File: config.mk
export PLATFORM = sky130hd
export DESIGN_NAME = go_back_n_receiver_acker
export DESIGN_NICKNAME = d
export VERILOG_FILES = /design/src/sv/gbnr_pkg.sv /design/src/sv/gbnr_len_mem.sv /design/src/sv/gbnr_ctrl.sv /design/src/sv/go_back_n_receiver_acker.sv
export SDC_FILE = /design/constraint.sdc
export NUM_CORES = 2
export LEC_CHECK = 0
export ABC_CLOCK_PERIOD_IN_PS = 12700
export BUFFER_PORTS_ARGS = -buffer_cell sky130_fd_sc_hd__clkbuf_2
export CORE_ASPECT_RATIO = 0.7
export CORE_MARGIN = 2
export CORE_UTILIZATION = 43
export DETAILED_ROUTE_END_ITERATION = 10
export GPL_TIMING_DRIVEN = 0
export SLEW_MARGIN = 0
export SYNTH_ARGS = -nofsm -noshare
export SYNTH_HDL_FRONTEND = slang
export SYNTH_SLANG_ARGS = --single-unit
File: constraint.sdc
create_clock -name aclk -period 12.7 [get_ports aclk]
set_input_delay 1.905 -clock aclk [delete_from_list [all_inputs] [get_ports aclk]]
set_output_delay 1.905 -clock aclk [all_outputs]
set_load 0.1 [all_outputs]
File: src/sv/gbnr_pkg.sv
// shared types and constants of the go-back-n receiver acker
package gbnr_pkg;

    localparam int          SEQ_SPACE_DEF = 256;
    localparam logic [7:0]  DATA_BYTES    = 8'd64;
    localparam logic [8:0]  PREFIX_NONE   = 9'h1FF;
    localparam logic [7:0]  ACK_KEY_RST   = 8'd1;
    localparam int          IN_TDATA_W    = 40;
    localparam int          OUT_TDATA_W   = 40;

    typedef enum logic [1:0] {
        ST_IDLE,
        ST_WALK,
        ST_FIN
    } state_t;

    // packed from the lowest bit up: packet_ok first
    typedef struct packed {
        logic [15:0] total_bytes;
        logic        transfer_done;
        logic [7:0]  ack_check;
        logic [7:0]  ack_seq;
        logic        ack_valid;
        logic        packet_ok;
    } res_t;

    localparam int RES_W = $bits(res_t);

endpackage

File: src/sv/gbnr_len_mem.sv
// length memory: one write port, one registered read port
module gbnr_len_mem #(
    parameter int DEPTH = gbnr_pkg::SEQ_SPACE_DEF,
    parameter int IDX_W = $clog2(DEPTH)
) (
    input  logic             aclk,
    input  logic             we,
    input  logic [IDX_W-1:0] waddr,
    input  logic [7:0]       wdata,
    input  logic             re,
    input  logic [IDX_W-1:0] raddr,
    output logic [7:0]       rdata
);

    logic [7:0] mem [DEPTH];
    logic [7:0] rdata_reg;

    always_ff @(posedge aclk) begin
        if (we) begin
            mem[waddr] <= wdata;
        end
        if (re) begin
            rdata_reg <= mem[raddr];
        end
    end

    assign rdata = rdata_reg;

endmodule

File: src/sv/gbnr_ctrl.sv
// packet check, received map and contiguous prefix walk
module gbnr_ctrl #(
    parameter int SEQ_SPACE = gbnr_pkg::SEQ_SPACE_DEF,
    parameter int IDX_W     = $clog2(SEQ_SPACE)
) (
    input  logic                 aclk,
    input  logic                 aresetn,
    input  logic                 in_valid,
    output logic                 in_ready,
    input  logic                 in_last,
    input  logic [7:0]           data_byte,
    input  logic [7:0]           seq_num,
    input  logic [7:0]           payload_len,
    input  logic                 last_flag,
    input  logic [7:0]           checksum_in,
    input  logic [7:0]           ack_key,
    input  logic                 out_free,
    output logic                 res_valid,
    output gbnr_pkg::res_t       res
);

    import gbnr_pkg::*;

    state_t             state_reg, state_next;
    logic [7:0]         sum_reg, sum_next;
    logic [8:0]         prefix_reg, prefix_next;
    logic [15:0]        total_reg, total_next;
    logic               final_known_reg, final_known_next;
    logic [7:0]         final_seq_reg, final_seq_next;
    logic               finished_reg, finished_next;
    logic               grew_reg, grew_next;
    logic               pend_reg, pend_next;
    logic [SEQ_SPACE-1:0] rcv_reg, rcv_next;

    logic [7:0]         sum_data;
    logic [7:0]         hdr_sum;
    logic               seq_in_space;
    logic               good;
    logic [IDX_W-1:0]   seq_idx;
    logic [8:0]         walk_next;
    logic               walk_hit;
    logic               accept;
    logic               done_now;
    logic [7:0]         seq_plus;
    logic [15:0]        prod;

    logic               mem_we;
    logic [7:0]         mem_wdata;
    logic               mem_re;
    logic [7:0]         mem_rdata;

    gbnr_len_mem #(
        .DEPTH (SEQ_SPACE),
        .IDX_W (IDX_W)
    ) u_len_mem (
        .aclk  (aclk),
        .we    (mem_we),
        .waddr (seq_idx),
        .wdata (mem_wdata),
        .re    (mem_re),
        .raddr (walk_next[IDX_W-1:0]),
        .rdata (mem_rdata)
    );

    assign sum_data     = sum_reg + data_byte;
    assign hdr_sum      = sum_data + seq_num + payload_len + {7'd0, last_flag};
    assign seq_in_space = {1'b0, seq_num} < 9'(SEQ_SPACE);
    assign good         = (hdr_sum == checksum_in) && seq_in_space;
    assign seq_idx      = seq_num[IDX_W-1:0];
    assign mem_wdata    = (payload_len > DATA_BYTES) ? DATA_BYTES : payload_len;
    assign walk_next    = prefix_reg + 9'd1;
    assign walk_hit     = (walk_next < 9'(SEQ_SPACE)) && rcv_reg[walk_next[IDX_W-1:0]];
    assign in_ready     = (state_reg == ST_IDLE) && (!in_last || out_free);
    assign accept       = in_valid && in_ready;
    assign done_now     = final_known_reg && (prefix_reg != PREFIX_NONE) &&
                          (prefix_reg >= {1'b0, final_seq_reg});
    assign seq_plus     = prefix_reg[7:0] + 8'd1;
    assign prod         = {8'd0, ack_key} * {8'd0, seq_plus};

    always_comb begin
        state_next       = state_reg;
        sum_next         = sum_reg;
        prefix_next      = prefix_reg;
        total_next       = total_reg;
        final_known_next = final_known_reg;
        final_seq_next   = final_seq_reg;
        finished_next    = finished_reg;
        grew_next        = grew_reg;
        pend_next        = 1'b0;
        rcv_next         = rcv_reg;
        mem_we           = 1'b0;
        mem_re           = 1'b0;
        res_valid        = 1'b0;
        res              = '0;

        if (pend_reg) begin
            total_next = total_reg + {8'd0, mem_rdata};
        end

        case (state_reg)
            ST_IDLE: begin
                if (accept) begin
                    if (!in_last) begin
                        sum_next = sum_data;
                    end else begin
                        sum_next = 8'd0;
                        if (!finished_reg && good) begin
                            if (!rcv_reg[seq_idx]) begin
                                rcv_next[seq_idx] = 1'b1;
                                mem_we            = 1'b1;
                            end
                            if (last_flag && !final_known_reg) begin
                                final_known_next = 1'b1;
                                final_seq_next   = seq_num;
                            end
                            grew_next  = 1'b0;
                            state_next = ST_WALK;
                        end else begin
                            res_valid         = 1'b1;
                            res.transfer_done = finished_reg;
                            res.total_bytes   = total_reg;
                        end
                    end
                end
            end
            ST_WALK: begin
                if (walk_hit) begin
                    mem_re      = 1'b1;
                    prefix_next = walk_next;
                    grew_next   = 1'b1;
                    pend_next   = 1'b1;
                end else begin
                    state_next = ST_FIN;
                end
            end
            ST_FIN: begin
                if (out_free) begin
                    res_valid         = 1'b1;
                    res.packet_ok     = 1'b1;
                    res.ack_valid     = grew_reg;
                    res.ack_seq       = grew_reg ? prefix_reg[7:0] : 8'd0;
                    res.ack_check     = grew_reg ? prod[7:0] : 8'd0;
                    res.transfer_done = done_now;
                    res.total_bytes   = total_reg;
                    finished_next     = done_now;
                    state_next        = ST_IDLE;
                end
            end
            default: begin
                state_next = ST_IDLE;
            end
        endcase
    end

    always_ff @(posedge aclk) begin
        if (!aresetn) begin
            state_reg       <= ST_IDLE;
            sum_reg         <= 8'd0;
            prefix_reg      <= PREFIX_NONE;
            total_reg       <= 16'd0;
            final_known_reg <= 1'b0;
            final_seq_reg   <= 8'd0;
            finished_reg    <= 1'b0;
            grew_reg        <= 1'b0;
            pend_reg        <= 1'b0;
            rcv_reg         <= '0;
        end else begin
            state_reg       <= state_next;
            sum_reg         <= sum_next;
            prefix_reg      <= prefix_next;
            total_reg       <= total_next;
            final_known_reg <= final_known_next;
            final_seq_reg   <= final_seq_next;
            finished_reg    <= finished_next;
            grew_reg        <= grew_next;
            pend_reg        <= pend_next;
            rcv_reg         <= rcv_next;
        end
    end

endmodule

File: src/sv/go_back_n_receiver_acker.sv
// Go-back-N receiver acker top level: stream ports, ack code register, result register.
// Payload beats are taken one per cycle while the controller is idle. After the
// end-of-packet beat of a good packet, the walk reads one stored length per cycle
// through the read port of the length memory as the contiguous prefix advances. A
// rejected or ignored packet yields its result without a walk. The received map is
// held in flip-flops cleared by reset, so no clearing pass follows reset. Results
// wait in an output register while payload beats go on.
module go_back_n_receiver_acker #(
    parameter int SEQ_SPACE = gbnr_pkg::SEQ_SPACE_DEF
) (
    input  logic                                aclk,
    input  logic                                aresetn,
    input  logic                                s_tvalid,
    output logic                                s_tready,
    // data_byte[7:0], seq_num[15:8], payload_len[23:16], last_flag[24], checksum_in[32:25]
    input  logic [gbnr_pkg::IN_TDATA_W-1:0]     s_tdata,
    input  logic                                s_tlast,
    output logic                                m_tvalid,
    input  logic                                m_tready,
    // packet_ok[0], ack_valid[1], ack_seq[9:2], ack_check[17:10],
    // transfer_done[18], total_bytes[34:19]
    output logic [gbnr_pkg::OUT_TDATA_W-1:0]    m_tdata,
    input  logic                                cfg_valid,
    output logic                                cfg_ready,
    input  logic [7:0]                          cfg_data
);

    import gbnr_pkg::*;

    logic [7:0]  ack_key_reg;
    logic        m_tvalid_reg;
    res_t        res_reg;
    logic        out_free;
    logic        res_valid;
    res_t        res;

    assign cfg_ready = 1'b1;
    assign out_free  = !m_tvalid_reg || m_tready;

    gbnr_ctrl #(
        .SEQ_SPACE (SEQ_SPACE)
    ) u_ctrl (
        .aclk        (aclk),
        .aresetn     (aresetn),
        .in_valid    (s_tvalid),
        .in_ready    (s_tready),
        .in_last     (s_tlast),
        .data_byte   (s_tdata[7:0]),
        .seq_num     (s_tdata[15:8]),
        .payload_len (s_tdata[23:16]),
        .last_flag   (s_tdata[24]),
        .checksum_in (s_tdata[32:25]),
        .ack_key     (ack_key_reg),
        .out_free    (out_free),
        .res_valid   (res_valid),
        .res         (res)
    );

    always_ff @(posedge aclk) begin
        if (!aresetn) begin
            ack_key_reg <= ACK_KEY_RST;
        end else if (cfg_valid && cfg_ready) begin
            ack_key_reg <= cfg_data;
        end
    end

    always_ff @(posedge aclk) begin
        if (!aresetn) begin
            m_tvalid_reg <= 1'b0;
        end else if (res_valid) begin
            m_tvalid_reg <= 1'b1;
        end else if (m_tready) begin
            m_tvalid_reg <= 1'b0;
        end
    end

    always_ff @(posedge aclk) begin
        if (res_valid) begin
            res_reg <= res;
        end
    end

    assign m_tvalid = m_tvalid_reg;
    assign m_tdata  = {(OUT_TDATA_W - RES_W)'(0), res_reg};

`ifndef SYNTHESIS
    property p_eop_needs_room;
        @(posedge aclk) disable iff (!aresetn)
        (s_tvalid && s_tready && s_tlast) |-> (!m_tvalid || m_tready);
    endproperty
    a_eop_needs_room: assert property (p_eop_needs_room)
        else $error("end-of-packet beat taken while result register full");

    property p_ack_implies_ok;
        @(posedge aclk) disable iff (!aresetn)
        m_tvalid |-> (!m_tdata[1] || m_tdata[0]);
    endproperty
    a_ack_implies_ok: assert property (p_ack_implies_ok)
        else $error("ack sent for a packet that was not taken");

    property p_no_ack_zero;
        @(posedge aclk) disable iff (!aresetn)
        (m_tvalid && !m_tdata[1]) |-> (m_tdata[17:2] == 16'd0);
    endproperty
    a_no_ack_zero: assert property (p_no_ack_zero)
        else $error("ack fields not zero without an ack");
`endif

endmodule

Yosys cells after proc, flatten, opt, wreduce, memory -nomap -nowiden

Memories as Yosys holds them, arrays and structs flattened. A register that Yosys moved wholly into a read port is not among the register bits.
Index checks and enable logic that the tools add are counted.

RAM bits: 2048
Bits of input ports: 54
Logic and storage cells: 112
Output and inout bits: 43
Register bits after elaboration: 347
Memories kept: 1

Reductions and logical operators: 25
Multiplexer cells: 42
Add/sub/neg operators: 7
$mul: 1
Equal/unequal tests: 10
Magnitude comparators: 6
Bitwise operators: 2

Memory list:

| memory               | words | width | read ports | clocked after Yosys merged registers in | wr ports | line               | RTL |
|---|---|---|---|---|---|---|---|
| u_ctrl.u_len_mem.mem | 256   | 8     | 1          | 1                                       | 1        | gbnr_len_mem.sv:15 | `logic [7:0] mem [DEPTH];` |

Operator list:

| kind                                                              | number |
|---|---|
| OR 256 bit                                                        | 1 |
| 2-to-1 mux 17 bit                                                 | 3 |
| 2-to-1 mux 35 bit                                                 | 1 |
| one-hot mux 17 bit (2 select lines)                               | 1 |
| 2-to-1 mux 8 bit                                                  | 4 |
| adder 8 bit                                                       | 3 |
| 2-to-1 mux 1 bit                                                  | 22 |
| AND reduction 5 bit                                               | 4 |
| less-than comparator 8 x 9 -> 1 bit, second input constant        | 2 |
| adder 16 x 8 -> 16 bit                                            | 1 |
| binary-select mux 1 bit (select 8 bit)                            | 2 |
| 2-to-1 mux 2 bit                                                  | 5 |
| adder 9 x 1 -> 9 bit, second input constant                       | 1 |
| greater-or-equal comparator 9 x 8 -> 1 bit                        | 1 |
| less-than comparator 9 bit, second input constant                 | 1 |
| != test 9 bit, second input constant                              | 1 |
| adder 8 x 1 -> 8 bit                                              | 1 |
| adder 8 x 1 -> 8 bit, second input constant                       | 1 |
| demux 1 bit (select 8 bit)                                        | 1 |
| equality test 8 bit                                               | 1 |
| greater-or-equal comparator 8 x 1 -> 1 bit, second input constant | 1 |
| greater-than comparator 8 x 7 -> 1 bit, second input constant     | 1 |
| logical AND 1 bit                                                 | 8 |
| multiplier 8 x 8 -> 8 bit                                         | 1 |
| 13 further kinds                                                  | 25 |

Depth between registers and ports, before layout

Depth after elaboration: 12
Mapped depth: 24
Gate-level depth less buffers: 20

By module

A second synthesis with hierarchy kept.

Cells, all modules: 5634
Area total of the unflattened synthesis: 98149.1 µm²

By module, submodules not included:

| module                   | area each (µm²) | seq. area each (µm²) | instances | cells an instance |
|---|---|---|---|---|
| gbnr_len_mem             | 79636.4         | 61739.2              | 1         | 3733 |
| gbnr_ctrl                | 17072.6         | 6065.8               | 1         | 1829 |
| go_back_n_receiver_acker | 1440.1          | 1231.2               | 1         | 72 |

Worst setup path after synthesis

No wires, ideal clock.

Path kind: input to register
Start point: input port s_tdata[22] (netlist bit)
End point: memory u_ctrl.u_len_mem.mem[0][0] (data pin)
Path buffers: 0
Cell stages on the path: 3
Arrival: 10.666 ns
Data required time: 11.432 ns
Setup slack: 0.766 ns
Setup time: 1.268 ns
Cells stage by stage: nor2_1 -> inv_1 -> nor2_1

Word-level cells in the longest chain between the ends: 2

Ends and longest elaborated chain:

| element                                | line                           | RTL |
|---|---|---|
| start: declaration                     | go_back_n_receiver_acker.sv:16 | `input logic [gbnr_pkg::IN_TDATA_W-1:0] s_tdata,` |
| greater-than comparator 8 x 7 -> 1 bit | gbnr_ctrl.sv:70                | `assign mem_wdata = (payload_len > DATA_BYTES) ? DATA_BYTES : payload_len;` |
| 2-to-1 mux 8 bit                       | gbnr_ctrl.sv:70                |  |
| via u_ctrl.mem_wdata[0]                | gbnr_ctrl.sv:48                | `logic [7:0] mem_wdata;` |
| end: declaration                       | gbnr_len_mem.sv:15             |  |

The timed path passes the listed nets, and every way through them passes these cells.

Worst setup path after layout

Start point: input port s_tdata[10] (netlist bit)
End point: memory u_ctrl.u_len_mem.mem[73][0], enable pin

Word-level cells in the longest chain between the ends: 11
Elaborated cells between the ends (all ways): 14
Classes of those cells: add/sub (3); eq/ne (1); mux (9); reduce/logical (1)

Ends and longest elaborated chain:

| element                                | line               | RTL |
|---|---|---|
| adder 8 bit (2 in series)              | gbnr_ctrl.sv:66    | `assign hdr_sum = sum_data + seq_num + payload_len + {7'd0, last_flag};` |
| adder 8 x 1 -> 8 bit                   | gbnr_ctrl.sv:66    |  |
| equality test 8 bit                    | gbnr_ctrl.sv:68    | `assign good = (hdr_sum == checksum_in) && seq_in_space;` |
| logical AND 1 bit                      | gbnr_ctrl.sv:107   | `if (!finished_reg && good) begin` |
| 2-to-1 mux 1 bit                       | gbnr_ctrl.sv:107   |  |
| 2-to-1 mux 1 bit                       | gbnr_ctrl.sv:103   | `if (!in_last) begin` |
| 2-to-1 mux 1 bit                       | gbnr_ctrl.sv:102   | `if (accept) begin` |
| 2-to-1 mux 1 bit                       | gbnr_ctrl.sv:100   | `case (state_reg)` |
| 2-to-1 mux 1 bit                       | gbnr_len_mem.sv:19 | `if (we) begin` |
| 2-to-1 mux 1 bit (not written as such) | gbnr_len_mem.sv:20 | `mem[waddr] <= wdata;` |

Parallel ways exist; a longest one is shown, timed or not. The select of a mux whose other input is x is not followed.

==> flow_summary.yaml <==
die:
  dieArea_mm2: 0.2308
  coreArea_mm2: 0.2260
  core.rowCount: 146
  num_io_pins: 97
  die_x_um: 573.3
  initial_core_util: 0.4318
  die_h_um: 402.5
sta:
  fin_crit_sh: 0.7204
  setup_viol: 0
  min_period_ns: 9.149
  fin_skew_ns: 0.04200
  slew-limit-headroom: -0.1160
  tightestPinTransition_ns: 1.663
  hold_viol_final: 0
  setup_tns_ns: 0
  rsz0062_at_grt: "false"
  drv_slew: 51
  max_freq_mhz: 109.3
drt:
  drtPass1Iterations: 6
  wl_met1_um: 119900
  highest_layer: "met5"
  drt_iter0_drc: 7996
  met2_length_um: 116100
  drcViolationCount: 0
  wl_met3_um: 34290
  wire_per_inst_um: 30.30
  vias: 53820
  wl_um: 276800
  avgViaCountPerCell: 5.891
  ant_nets: 0
finish:
  area_growth_pct: 13.99
  drive_above_1_share: 0.2209
  fin_nets: 6051
  largest_register_ffs: 2048
  fin_util: 0.4922
grt:
  grtUsageTotal: 0.2379
  overflow: 0
  grt_pass1_vias: 52010
  grt_first_pass_wirelength_um: 390800
  grt_max_degree: 97
  antenna_found_initial: 22
power_and_ir_drop:
  powerDensity_mw_per_mm2: 138.6
  power.total_w: 0.01542
  ir_drop_mv: 0.1209
  leakagePower_nw: 36.49
run_status:
  violations: "max-capacitance violations, max-slew violations"
  outcome: "finished with violations"
critical_path:
  critPathSlowestCell: "clkinv_1"
  arrival_ns: 9.64
  r2r_setup_slack_ns: 3.99
  crit_required_ns: 13.19
  rr_startpoint: "u_ctrl.prefix_reg[1]$_SDFFE_PN1P_"
  reg2reg_to: "m_tdata[17]$_SDFFCE_PN0P_"
  crit_start: "s_tdata[10]"
  cp_common_cell: "clkbuf_1"
  crit_path_end_kind: "register"
  start_kind: "primary input"
  path_cells: "clkbuf_1, clkbuf_1, clkinv_1, fa_1, inv_1, ha_1, nor2b_1, o21ai_0, a21boi_0, or4_1, nand3_1, o211a_1, and3_1, buf_2, buf_2, nand3_1, clkbuf_1, nor2_1"
  max_stage_delay_ns: 1.07
  reg2regPathDepth: 22
  critPathMaxFanout: 10
  crit_type: "primary input to register"
synth:
  synth_flop_cell: "edfxtp_1"
  synth_edf_count: 2091
  synth-seq-cells: 2403
  ys_warn_count: 0
  synth_cell_types: 58
  synth_area_per_cell_um2: 18.45
  seq_area_frac_synth: 0.7076
  netlist_area_mm2: 0.09757
  syn_inst: 5289
  synthArstFlopShare: 0
clock_tree:
  cts_tree: "done"
  insertion_delay_ns: 0.88
  post-cts-setup-buffer-count: 0
  clkSinkCount: 2403
  root_buffer: "clkbuf_16"
  htreeDepth: 4
  clk_pin_slew_ns: 0.06
  numCtsBuffers: 222
  cts_buffer_depth: 4
  cts_hold_buf: 0
  cts_resized: 0
place:
  dp_hpwl_um: 193200
  place.gp.congestion: 0.9386
  numPortBuffers: 76
run:
  drv_cap: 8
hold_path:
  worstHoldEndpoint: "u_ctrl.rcv_reg[14]$_SDFFE_PN0P_"
  hold_class: "register to register"
  whs_path_depth: 2
  hp-start: "u_ctrl.rcv_reg[14]$_SDFFE_PN0P_"
critical path, delay by kind of cell:
kind                       cells  cell delay (ns)
AOI/OAI and AO/OA              3             0.62
adders and majority gates      2             1.15
buffers and inverters          7             3.61
and+or+nand+nor                6             2.29
Yosys cell counts (20+ instances only):
library cell  count  area share
fa_1             22      0.0045
xor2_1           20      0.0018
nand3_1         134      0.0069
ha_1             48      0.0062
a311oi_1         21      0.0019
dfxtp_1         312       0.064
o21ai_1          20      0.0010
mux4_2          789        0.18
buf_1            70      0.0027
nor3_1           24      0.0012
nor2b_1          45      0.0029
o21a_1           23      0.0018
buf_2            24      0.0012
and2_1           35      0.0022
and3_1           26      0.0017
nor2_1          300       0.012
mux2i_1          39      0.0040
o21ai_0         239       0.012
clkbuf_1        262       0.010
xnor2_1          37      0.0033
inv_1            76      0.0029
edfxtp_1       2091        0.64
nand2_1         458       0.018
through the flow:
step | cells | hold WS, ns | setup slack [ns] | area, um2
global placement | 8659 | 0.4435 | -25.46 | 102700
global route | 9132 | 0.4861 | 3.616 | 111200
detailed placement | 8736 | 0.4572 | 3.071 | 104400
CTS | 9130 | 0.4647 | 3.971 | 111200
floorplan | 5549 | 0.4321 | 0.7663 | 98540
finish | 9136 | 0.4645 | 3.551 | 111200
report_power, final:
part / total [W] / switching, W / internal, W
clock: 0.00644 / 0.00290 / 0.00354
combinational: 0.000422 / 0.000316 / 0.000106
sequential: 0.00856 / 0.00000535 / 0.00855
worst max-delay path by stage:
stage,cells past startpoint,end
final,18,u_ctrl.u_len_mem.mem[73][0]$_DFFE_PP_
after global routing,22,m_tdata[17]$_SDFFCE_PN0P_
after CTS,18,u_ctrl.u_len_mem.mem[71][5]$_DFFE_PP_
after detailed placement,18,u_ctrl.u_len_mem.mem[71][3]$_DFFE_PP_
after global placement,4,u_ctrl.u_len_mem.mem[112][2]$_DFFE_PP_
after floorplan,3,u_ctrl.u_len_mem.mem[0][0]$_DFFE_PP_
layout make-up:
cell class / count / area [um2]
Clock buffer: 291 / 5929
Buffer: 368 / 1521
Antenna cell: 5 / 12.51
Sequential cell: 2403 / 69040
Multi-Input combinational cell: 2698 / 27930
Fill cell: 18570 / 114800
Timing Repair Buffer: 154 / 1833
Tap cell: 3034 / 3796
Clock inverter: 103 / 848.3
Inverter: 80 / 307.8
kinds of logic after synthesis:
kind of cell             count (synthesis)  share of synthesized area
other                                    2                 0.00007697
buffers and inverters                  448                    0.01824
adder cells (fa/ha/maj)                 70                    0.01067
multiplexers                           831                     0.1865
flip-flops                            2403                     0.7076
AO/OA/AOI/OAI                          390                    0.02328
XOR/XNOR                                57                   0.005117
AND/OR/NAND/NOR                       1088                    0.04857
layout by cell type (no fill, tap or decap), types with 34 or more instances in the layout:
cell type and count:
and2_1 35, buf_1 66, buf_12 43, clkbuf_1 292, clkbuf_16 225, clkbuf_2 107
clkinv_1 44, clkinv_2 34, conb_1 262, dfxtp_1 312, edfxtp_1 2091, ha_1 48
inv_1 74, mux2i_1 39, mux4_2 789, nand2_1 458, nand3_1 134, nor2_1 294
nor2b_1 45, o21ai_0 239, xnor2_1 34
per-layer routing:
layer  vias up  track usage
li1      22140            -
met1     28440       0.3648
met2      2851       0.3257
met3       383      0.08159
met4         6      0.05324
met5         -     0.002067
(Power assumes the default switching activity.)
